### src/rtl/ctg_pkg.sv
// Shared types, constants and the cosine weight table for the trajectory generator.
package ctg_pkg;

  localparam int MOVE_DEPTH     = 8;
  localparam int COS_TABLE_SIZE = 1024;
  localparam int QIDX_W         = $clog2(MOVE_DEPTH);
  localparam int FILL_W         = $clog2(MOVE_DEPTH + 1);
  localparam int K_W            = $clog2(COS_TABLE_SIZE + 1);
  localparam int W_W            = 17;
  localparam int MAG_W          = 33;
  localparam int OPND_W         = 24;
  localparam int PROD_W         = MAG_W + OPND_W;
  localparam int DIV_W          = 50;
  localparam int DCNT_W         = $clog2(DIV_W + 1);
  localparam int VQ_W           = PROD_W - 16;

  localparam logic [7:0] CFG_START_A  = 8'd0;
  localparam logic [7:0] CFG_START_B  = 8'd1;
  localparam logic [7:0] CFG_VEL_GAIN = 8'd2;

  localparam logic [23:0] VEL_GAIN_RESET = 24'd1820444;

  typedef enum logic [1:0] {
    ACT_LINEAR = 2'd0,
    ACT_COSINE = 2'd1,
    ACT_WAIT   = 2'd2,
    ACT_TICK   = 2'd3
  } action_t;

  typedef enum logic [1:0] {
    PH_IDLE = 2'd0,
    PH_PLAY = 2'd1,
    PH_DONE = 2'd2
  } phase_t;

  typedef enum logic [4:0] {
    OP_NONE, OP_ENQ, OP_INIT, OP_PREP, OP_MUL_I, OP_DIV_LIN, OP_DIV_K, OP_DIV_STEP,
    OP_Q_LIN, OP_TAB, OP_MUL_W, OP_Q_COS, OP_NXT, OP_DIFF, OP_MUL_V, OP_VEL, OP_OUT
  } op_t;

  typedef enum logic [3:0] {
    S_IDLE, S_PREP, S_MUL_I, S_DIV_LIN, S_DIV_K, S_DIV_RUN, S_Q_LIN, S_TAB,
    S_MUL_W, S_Q_COS, S_NXT, S_DIFF, S_MUL_V, S_VEL, S_OUT
  } state_t;

  typedef struct packed {
    op_t  op;
    logic ax;
  } ctg_cmd_t;

  typedef struct packed {
    action_t head_kind;
    action_t kind;
    logic    no_move;
    logic    vel_en;
    logic    div_done;
    logic    out_free;
    logic    play_done;
  } ctg_status_t;

  typedef logic [W_W-1:0] wtab_t [COS_TABLE_SIZE+1];

  localparam logic [63:0] Q30_ONE     = 64'd1073741824;
  localparam logic [63:0] HALF_PI_Q30 = 64'd1686629713;

  // sin^2 weight in Q16, from a fixed-point Taylor series of the sine.
  function automatic wtab_t build_wtab();
    wtab_t       tab;
    logic [63:0] u;
    logic [63:0] u2;
    logic [63:0] t;
    logic [63:0] s;
    logic [63:0] w;
    for (int j = 0; j <= COS_TABLE_SIZE; j++) begin
      u  = (64'(j) * HALF_PI_Q30 + 64'(COS_TABLE_SIZE / 2)) / 64'(COS_TABLE_SIZE);
      u2 = (u * u) >> 30;
      t  = Q30_ONE - u2 / 64'd110;
      t  = Q30_ONE - ((u2 * t) >> 30) / 64'd72;
      t  = Q30_ONE - ((u2 * t) >> 30) / 64'd42;
      t  = Q30_ONE - ((u2 * t) >> 30) / 64'd20;
      t  = Q30_ONE - ((u2 * t) >> 30) / 64'd6;
      s  = (u * t) >> 30;
      w  = (s * s + (64'd1 << 43)) >> 44;
      if (w > 64'd65536) begin
        w = 64'd65536;
      end
      tab[j] = w[W_W-1:0];
    end
    tab[0]              = '0;
    tab[COS_TABLE_SIZE] = W_W'(65536);
    return tab;
  endfunction

endpackage

### src/rtl/ctg_ctrl.sv
// Sequencer for the trajectory generator: steps the datapath through each tick.
module ctg_ctrl (
  input  logic                clk,
  input  logic                rst,
  input  logic                s_tvalid,
  input  ctg_pkg::action_t    in_action,
  output logic                s_tready,
  input  ctg_pkg::ctg_status_t status,
  output ctg_pkg::ctg_cmd_t   cmd
);
  import ctg_pkg::*;

  state_t state, state_next;
  logic   ax, ax_next;

  always_ff @(posedge clk) begin
    if (rst) begin
      state <= S_IDLE;
      ax    <= 1'b0;
    end else begin
      state <= state_next;
      ax    <= ax_next;
    end
  end

  always_comb begin
    state_next = state;
    ax_next    = ax;
    cmd.op     = OP_NONE;
    cmd.ax     = ax;
    s_tready   = 1'b0;
    case (state)
      S_IDLE: begin
        s_tready = 1'b1;
        if (s_tvalid) begin
          if (in_action != ACT_TICK) begin
            cmd.op = OP_ENQ;
          end else if (!status.play_done) begin
            cmd.op     = OP_INIT;
            state_next = S_PREP;
          end
        end
      end
      S_PREP: begin
        cmd.op  = OP_PREP;
        ax_next = 1'b0;
        if (status.no_move) begin
          state_next = S_OUT;
        end else begin
          case (status.head_kind)
            ACT_LINEAR: state_next = S_MUL_I;
            ACT_COSINE: state_next = S_DIV_K;
            default:    state_next = S_NXT;
          endcase
        end
      end
      S_MUL_I: begin
        cmd.op     = OP_MUL_I;
        state_next = S_DIV_LIN;
      end
      S_DIV_LIN: begin
        cmd.op     = OP_DIV_LIN;
        state_next = S_DIV_RUN;
      end
      S_DIV_K: begin
        cmd.op     = OP_DIV_K;
        state_next = S_DIV_RUN;
      end
      S_DIV_RUN: begin
        if (status.div_done) begin
          state_next = (status.kind == ACT_COSINE) ? S_TAB : S_Q_LIN;
        end else begin
          cmd.op = OP_DIV_STEP;
        end
      end
      S_Q_LIN: begin
        cmd.op = OP_Q_LIN;
        if (!ax) begin
          ax_next    = 1'b1;
          state_next = S_MUL_I;
        end else begin
          state_next = S_NXT;
        end
      end
      S_TAB: begin
        cmd.op     = OP_TAB;
        ax_next    = 1'b0;
        state_next = S_MUL_W;
      end
      S_MUL_W: begin
        cmd.op     = OP_MUL_W;
        state_next = S_Q_COS;
      end
      S_Q_COS: begin
        cmd.op = OP_Q_COS;
        if (!ax) begin
          ax_next    = 1'b1;
          state_next = S_MUL_W;
        end else begin
          state_next = S_NXT;
        end
      end
      S_NXT: begin
        cmd.op     = OP_NXT;
        state_next = status.vel_en ? S_DIFF : S_OUT;
      end
      S_DIFF: begin
        cmd.op     = OP_DIFF;
        ax_next    = 1'b0;
        state_next = S_MUL_V;
      end
      S_MUL_V: begin
        cmd.op     = OP_MUL_V;
        state_next = S_VEL;
      end
      S_VEL: begin
        cmd.op = OP_VEL;
        if (!ax) begin
          ax_next    = 1'b1;
          state_next = S_MUL_V;
        end else begin
          state_next = S_OUT;
        end
      end
      S_OUT: begin
        if (status.out_free) begin
          cmd.op     = OP_OUT;
          state_next = S_IDLE;
        end
      end
      default: state_next = S_IDLE;
    endcase
  end

endmodule

### config.mk
export PLATFORM = sky130hd
export DESIGN_NAME = ctg_ctrl
export DESIGN_NICKNAME = d
export VERILOG_FILES = /design/src/rtl/ctg_pkg.sv /design/src/rtl/ctg_ctrl.sv
export SDC_FILE = /design/constraint.sdc
export NUM_CORES = 1
export LEC_CHECK = 0
export BUFFER_PORTS_ARGS = -buffer_cell sky130_fd_sc_hd__buf_2
export CORE_AREA = 2 2 39 41
export DETAILED_ROUTE_END_ITERATION = 16
export DIE_AREA = 0 0 41 43
export HOLD_SLACK_MARGIN = 0.03
export PLACE_DENSITY = 0.68
export SLEW_MARGIN = 30
export SYNTH_ARGS = -nofsm -noshare
export SYNTH_HDL_FRONTEND = slang
export SYNTH_SLANG_ARGS = --single-unit
### constraint.sdc
create_clock -name clk -period 2 [get_ports clk]
set_input_delay 0.3 -clock clk [delete_from_list [all_inputs] [get_ports clk]]
set_output_delay 0.3 -clock clk [all_outputs]
set_load 0.01 [all_outputs]
# Word level (Yosys, flattened, before mapping)

Index checks and enable logic that the tools add are counted.

Equality and inequality tests: 22
Mux-type cells: 21
Reductions and logical operators: 7

Operators by type and width:

| operator             | count |
|---|---|
| $pmux W5 S15         | 1 |
| $pmux W4 S14         | 1 |
| $eq A4 B4 Y1 const B | 7 |
| $mux W4              | 7 |
| $eq A4 B3 Y1 const B | 4 |
| $ne A2 B2 Y1 const B | 6 |
| $mux W2              | 5 |
| $eq A4 B2 Y1 const B | 2 |
| $pmux W4 S2          | 1 |
| $mux W3              | 2 |
| $reduce_or A3 Y1     | 2 |
| $mux W5              | 1 |
| $reduce_and A5 Y1    | 1 |
| $eq A2 B1 Y1 const B | 2 |
| $eq A4 B1 Y1 const B | 1 |
| $logic_not A4 Y1     | 1 |
| $logic_not A2 Y1     | 1 |
| $mux W1              | 2 |
| $pmux W1 S2          | 1 |
| $reduce_bool A2 Y1   | 1 |
| $reduce_or A2 Y1     | 1 |

Register bits after elaboration: 5
Input bits: 14
Output and inout port bits: 7

# Logic depth before layout (Yosys ltp)

Gate-level depths: netlist of the first run.

Word-level depth: 4
Gate-level depth with buffers: 6
Mapped depth without buffers: 4

# Worst setup path before layout of the first run

No wires, ideal clock.

Path kind: register -> output
Start point: register state[0]
End point: output port cmd[1] (netlist bit)
Data arrival time: 1.121 ns
Path slack: 0.579 ns
Cell stages (with the launch flop): 5
Path buffers: 2
Cell sequence: dfxtp_1 > clkbuf_1 > buf_2 > a31oi_1 > o21ai_0

RTL lines:

| element                  | line           | text |
|---|---|---|
| start: declaration       | ctg_ctrl.sv:13 | `state_t state, state_next;` |
| start signal: assignment | ctg_ctrl.sv:21 | `state <= state_next;` |
| end: declaration         | ctg_ctrl.sv:9  | `output ctg_pkg::ctg_cmd_t cmd` |

==> results.ini, run 1 <==
[finish]
utilization_pct=47.2
ff_latch_area_um2=100
nFillCells=141
multi_input_area_um2=394
area_growth_pct=22.2
drive_above_1_share_pct=28.9
n_antenna_cell=0
finish.net_count=112
final_cells=113

[min_path]
hold_end=state[1]
hp-class=primary input to flop
min_from=rst
hold_depth=2

[synthesis]
avgSynthCellArea_um2=6.76
synth_nets=93
synth_ff_type=dfxtp_1
synth.distinct_cells=33
synth_async_sr_flop_share_pct=0
synth_edf_count=0
synth_seq_cells=5
netlist_instances=79
yosysSeqAreaShare_pct=18.7
yosys_warnings=0
netlist_area_um2=534

[route]
vias_per_cell=5.28
antenna_left=0
remaining_drc_errors=0
drtPass1Iterations=4
wirelength_mm=1.29
drt_iter0_drc=13
wl_per_cell_um=11.4
vias=597

[clock_tree]
cts.path.max_buffers=2
cts_hold_buf=0
clk_pin_slew_ps=50
root_buffer=clkbuf_4
cts_buffers=3
post_cts_resized=0
htreeDepth=1
post_cts.repair.setup_buffers=0
cts.sinks=5
clock_latency_ps=240
cts_tree=done

[place]
portBuffers=20
dp_slack_ps=394
dpl.hpwl_um=937
placed_cells=109
gp_congestion=0.829

[sta]
holdWs_ps=309
post-route-period-util_pct=91.2
fmax_ghz=0.548
rsz0062_at_grt=false
drv_slew=0
slew_headroom_pct=60.6
tightest_slew_ps=591
finalSetupViolCount=0
hold_viol=0
setup_ws_ps=175
setup_tns_ps=0
clock_skew_ps=5.54
period_minus_slack_ps=1820

[power]
p_per_area_nw_per_um2=843
irDropWorstVdd_uv=355
p_leak_nw=0.262

[critical_path]
path_max_fanout=15
worst-r2r-cell-count=5
critical_path_class=flop to output pin
r2r_start=state[0]
regToRegEndpoint=state[0]
start_kind=flop
crit_path_end_kind=output pin
ff2ff_setup_slack_ps=380
cp.arrival_ps=1520
crit_required_ps=1700

[global_routing]
grt_pass1_wl_mm=2.10
grt_max_degree=20
overflow=0
grt_use_total_pct=16.8
antenna_found_initial=0
grt_pass1_vias=507

[die]
io_pins=21
die_y_um=43
die_area_um2=1760
coreArea_um2=1380
start_util_pct=38.6
rows=14
die_x_um=41

[flow_run]
maxCapViolCount=0

[run_status]
status=completed

-- layout make-up --
| type | count | share of cell area, % |
|---|---|---|
| multi-input cells | 66 | 60.3 |
| clock inverters | 1 | 0.766 |
| repair buffers | 21 | 16.5 |
| flip-flops and latches | 5 | 15.3 |
| inverters | 1 | 0.575 |
| clock buffers | 3 | 3.45 |
| well taps | 16 | 3.07 |
-- metal layers --
metal | global-route usage (%) | up-vias | wire, um
li1 | - | 321 | -
met1 | 24.4 | 263 | 666
met2 | 23.8 | 13 | 574
met3 | 4.71 | 0 | 46
met4 | 4.00 | 0 | 0
met5 | 0 | - | 0
-- cell families (layout without fill, tap and decap cells) --
kind of cell,after synthesis,after routing,share of synthesized area [%]
and+or+nand+nor,36,36,35.1
muxes,2,2,3.98
AOI/OAI and AO/OA,26,26,31.4
buffers and inverters,8,26,7.49
xor gates and xnor gates,2,2,3.28
DFF,5,5,18.7
-- sequential cells by signal, indices dropped and copies added, names as in the netlist --
signal  flops
ax          1
state       4
-- cell usage in the layout (no fill, tap or decap), types with 2 or more instances in the layout --
cell type and count:
buf_2 20, nand2_1 10, nor2_1 9, o21ai_0 9
a21oi_1 7, dfxtp_1 5, clkbuf_4 3, nand3_1 2
a31oi_1 2, nor3_1 2, xnor2_1 2, nor2b_1 2
nor4b_1 2, nand2b_1 2
-- worst max-delay path: stages, from the launching register on --
cell	delay, ps
dfxtp_1	640
inv_1	180
a31oi_1	180
mux2_2	160
buf_2	120
-- synth_stat cells (2+ instances only) --
| master | count | area [um2] |
|---|---|---|
| nand2_1 | 10 | 37.5 |
| nor2_1 | 9 | 33.8 |
| o21ai_0 | 9 | 45.0 |
| a21oi_1 | 7 | 35.0 |
| buf_2 | 5 | 25.0 |
| dfxtp_1 | 5 | 100 |
| a31oi_1 | 2 | 12.5 |
| nand2b_1 | 2 | 12.5 |
| nand3_1 | 2 | 10.0 |
| nor2b_1 | 2 | 12.5 |
| nor3_1 | 2 | 10.0 |
| nor4b_1 | 2 | 17.5 |
| xnor2_1 | 2 | 17.5 |
-- through the flow --
step,cell area [um2],total power [mW]
2_1_floorplan,534,0.357
3_3_place_gp,626,0.435
3_5_place_dp,626,0.434
4_1_cts,653,0.555
5_1_grt,653,0.601
6_report,653,0.551
-- how the worst max path moves through the flow --
stage	from	to	slack [ps]	depth (start not counted)
after floorplan	state[0]	cmd[1]	580	4
after global placement	state[0]	state[0]	430	5
after detailed placement	state[0]	state[0]	390	5
after CTS	state[3]	cmd[3]	200	4
after global routing	state[2]	cmd[4]	10	3
final	state[3]	cmd[3]	180	4
-- power by group --
part / total (mW) / internal, mW / switching, mW
combinational: 0.263 / 0.126 / 0.138
sequential: 0.171 / 0.119 / 0.0523
clock: 0.116 / 0.0724 / 0.0438
(Power assumes the default switching activity.)
==> inputs of run 2 (changes only) <==
--- a/config.mk
+++ b/config.mk
@@ -11,6 +11,7 @@
 export DIE_AREA = 0 0 41 43
 export HOLD_SLACK_MARGIN = 0.03
 export PLACE_DENSITY = 0.68
+export RECOVER_POWER = 50
 export SLEW_MARGIN = 30
 export SYNTH_ARGS = -nofsm -noshare
 export SYNTH_HDL_FRONTEND = slang
==> results.ini, run 2 (same netlist as run 1, synthesis figures left out) <==
[run_status]
status=completed  ; unchanged

[clock_tree]
cts_buffers=3  ; unchanged
post_cts.repair.setup_buffers=0  ; unchanged
htreeDepth=1  ; unchanged
cts_hold_buf=0  ; unchanged
clk_pin_slew_ps=50  ; about the same
root_buffer=clkbuf_4  ; unchanged
post_cts_resized=0  ; unchanged
cts.path.max_buffers=2  ; unchanged
cts.sinks=5  ; unchanged
clock_latency_ps=240  ; about the same
cts_tree=done  ; unchanged

[route]
remaining_drc_errors=0  ; unchanged
vias=593  ; was 597
wl_per_cell_um=11.4  ; about the same
drtPass1Iterations=4  ; unchanged
antenna_left=0  ; unchanged
wirelength_mm=1.28  ; was 1.29 mm
drt_iter0_drc=4  ; was 13
vias_per_cell=5.25  ; was 5.28

[sta]
drv_slew=0  ; unchanged
post-route-period-util_pct=90.4  ; was 91.2%
fmax_ghz=0.553  ; was 0.548 GHz
slew_headroom_pct=59.9  ; was 60.6%
finalSetupViolCount=0  ; unchanged
rsz0062_at_grt=false  ; unchanged
period_minus_slack_ps=1810  ; was 1820 ps
tightest_slew_ps=600  ; was 591 ps
setup_tns_ps=0  ; unchanged
hold_viol=0  ; unchanged
clock_skew_ps=5.35  ; was 5.54 ps
holdWs_ps=312  ; was 309 ps

[power]
p_per_area_nw_per_um2=840  ; was 843 nW/um2
p_total_mw=0.541  ; was 0.551 mW
irDropWorstVdd_uv=354  ; was 355 uV
p_leak_nw=0.256  ; was 0.262 nW

[critical_path]
cp_slowest_cell=dfxtp_1  ; unchanged
critical_path_class=flop to output pin  ; unchanged
crit_required_ps=1700  ; about the same
cp.arrival_ps=1510  ; was 1520 ps
cp_cell_sequence=inv_1, a31oi_1, mux2_2, buf_2  ; unchanged
path_max_fanout=15  ; unchanged
crit_buf_inv=2  ; unchanged
path_delay_family=flip-flops  ; unchanged
crit_path_end_kind=output pin  ; unchanged
start_kind=flop  ; unchanged
cpPeakStageDelay_ps=630  ; was 640 ps

[global_routing]
grt_max_degree=20  ; unchanged
overflow=0  ; unchanged
antenna_found_initial=0  ; unchanged
grt_pass1_wl_mm=2.10  ; unchanged
grt_use_total_pct=16.8  ; unchanged
grt_pass1_vias=507  ; unchanged

[min_path]
hp-class=primary input to flop  ; unchanged

[finish]
area_growth_pct=20.6  ; was 22.2%
multi_input_area_um2=388  ; was 394 um2
n_antenna_cell=0  ; unchanged
top_regs=state (4), ax (1)  ; unchanged
final_cell_mix=18 x buf_2, 10 x nand2_1, 9 x nor2_1, 9 x o21ai_0, 7 x a21oi_1  ; was 20 x buf_2, 10 x nand2_1, 9 x nor2_1, 9 x o21ai_0, 7 x a21oi_1
finish.net_count=112  ; unchanged
ff_latch_area_um2=100  ; unchanged
largest_reg_flops=4  ; unchanged
nFillCells=143  ; was 141
top_register=state  ; unchanged
drive_above_1_share_pct=25.8  ; was 28.9%
mostFrequentLayoutCell=buf_2  ; unchanged

[place]
gp_congestion=0.829  ; unchanged
portBuffers=20  ; unchanged
dpl.hpwl_um=937  ; unchanged

[die]
io_pins=21  ; unchanged
rows=14  ; unchanged
start_util_pct=38.6  ; unchanged
coreArea_um2=1380  ; unchanged
die_x_um=41  ; unchanged
die_y_um=43  ; unchanged
die_area_um2=1760  ; unchanged

[flow_run]
maxCapViolCount=0  ; unchanged

## run 2: cell count changes in the layout (fill, tap and decap cells not counted), sizes merged
cell    delta
buf        -2
clkbuf     +2
## run 2: cell type report
type                    count  area share [%]
clock buffers               3            3.50
clock inverters             1           0.777
inverters                   1           0.583
multi-input cells          66            60.2
flip-flops and latches      5            15.5
well taps                  16            3.11
repair buffers             21            16.3
## run 2: worst paths after layout
path | cells past startpoint | from | end | slack (ps)
setup / recovery | 4 | state[3] | cmd[3] | 190
hold / removal | 2 | rst | state[3] | 310
setup reg to reg | 5 | state[0] | state[0] | 380
hold reg to reg | 2 | ax | ax | 510
## run 2: report_power, final
group          switching, mW  total [mW]  internal [mW]
Combinational          0.134       0.255          0.121
Clock                 0.0437       0.116         0.0724
Sequential            0.0519       0.171          0.119
Total                  0.230       0.541          0.312
## run 2: metrics by stage
step,instance area (um2),utilization [%],setup WS (ps),cells
final,644,46.6,192,113
after global routing,644,46.6,12.3,113
after CTS,653,47.2,200,113
after detailed placement,626,45.2,394,109
after global placement,626,45.2,431,109
after floorplan,534,-,579,79
## run 2: per-layer routing
metal  vias up  part of all wire (%)  global-route usage (%)  routed length (um)
met5         -                     0                       0                   0
met2        15                    44                    23.8                 568
met4         0                     0                    4.00                   0
met3         0                   4.3                    4.71                  55
li1        321                     -                       -                   -
met1       257                    51                    24.4                 660
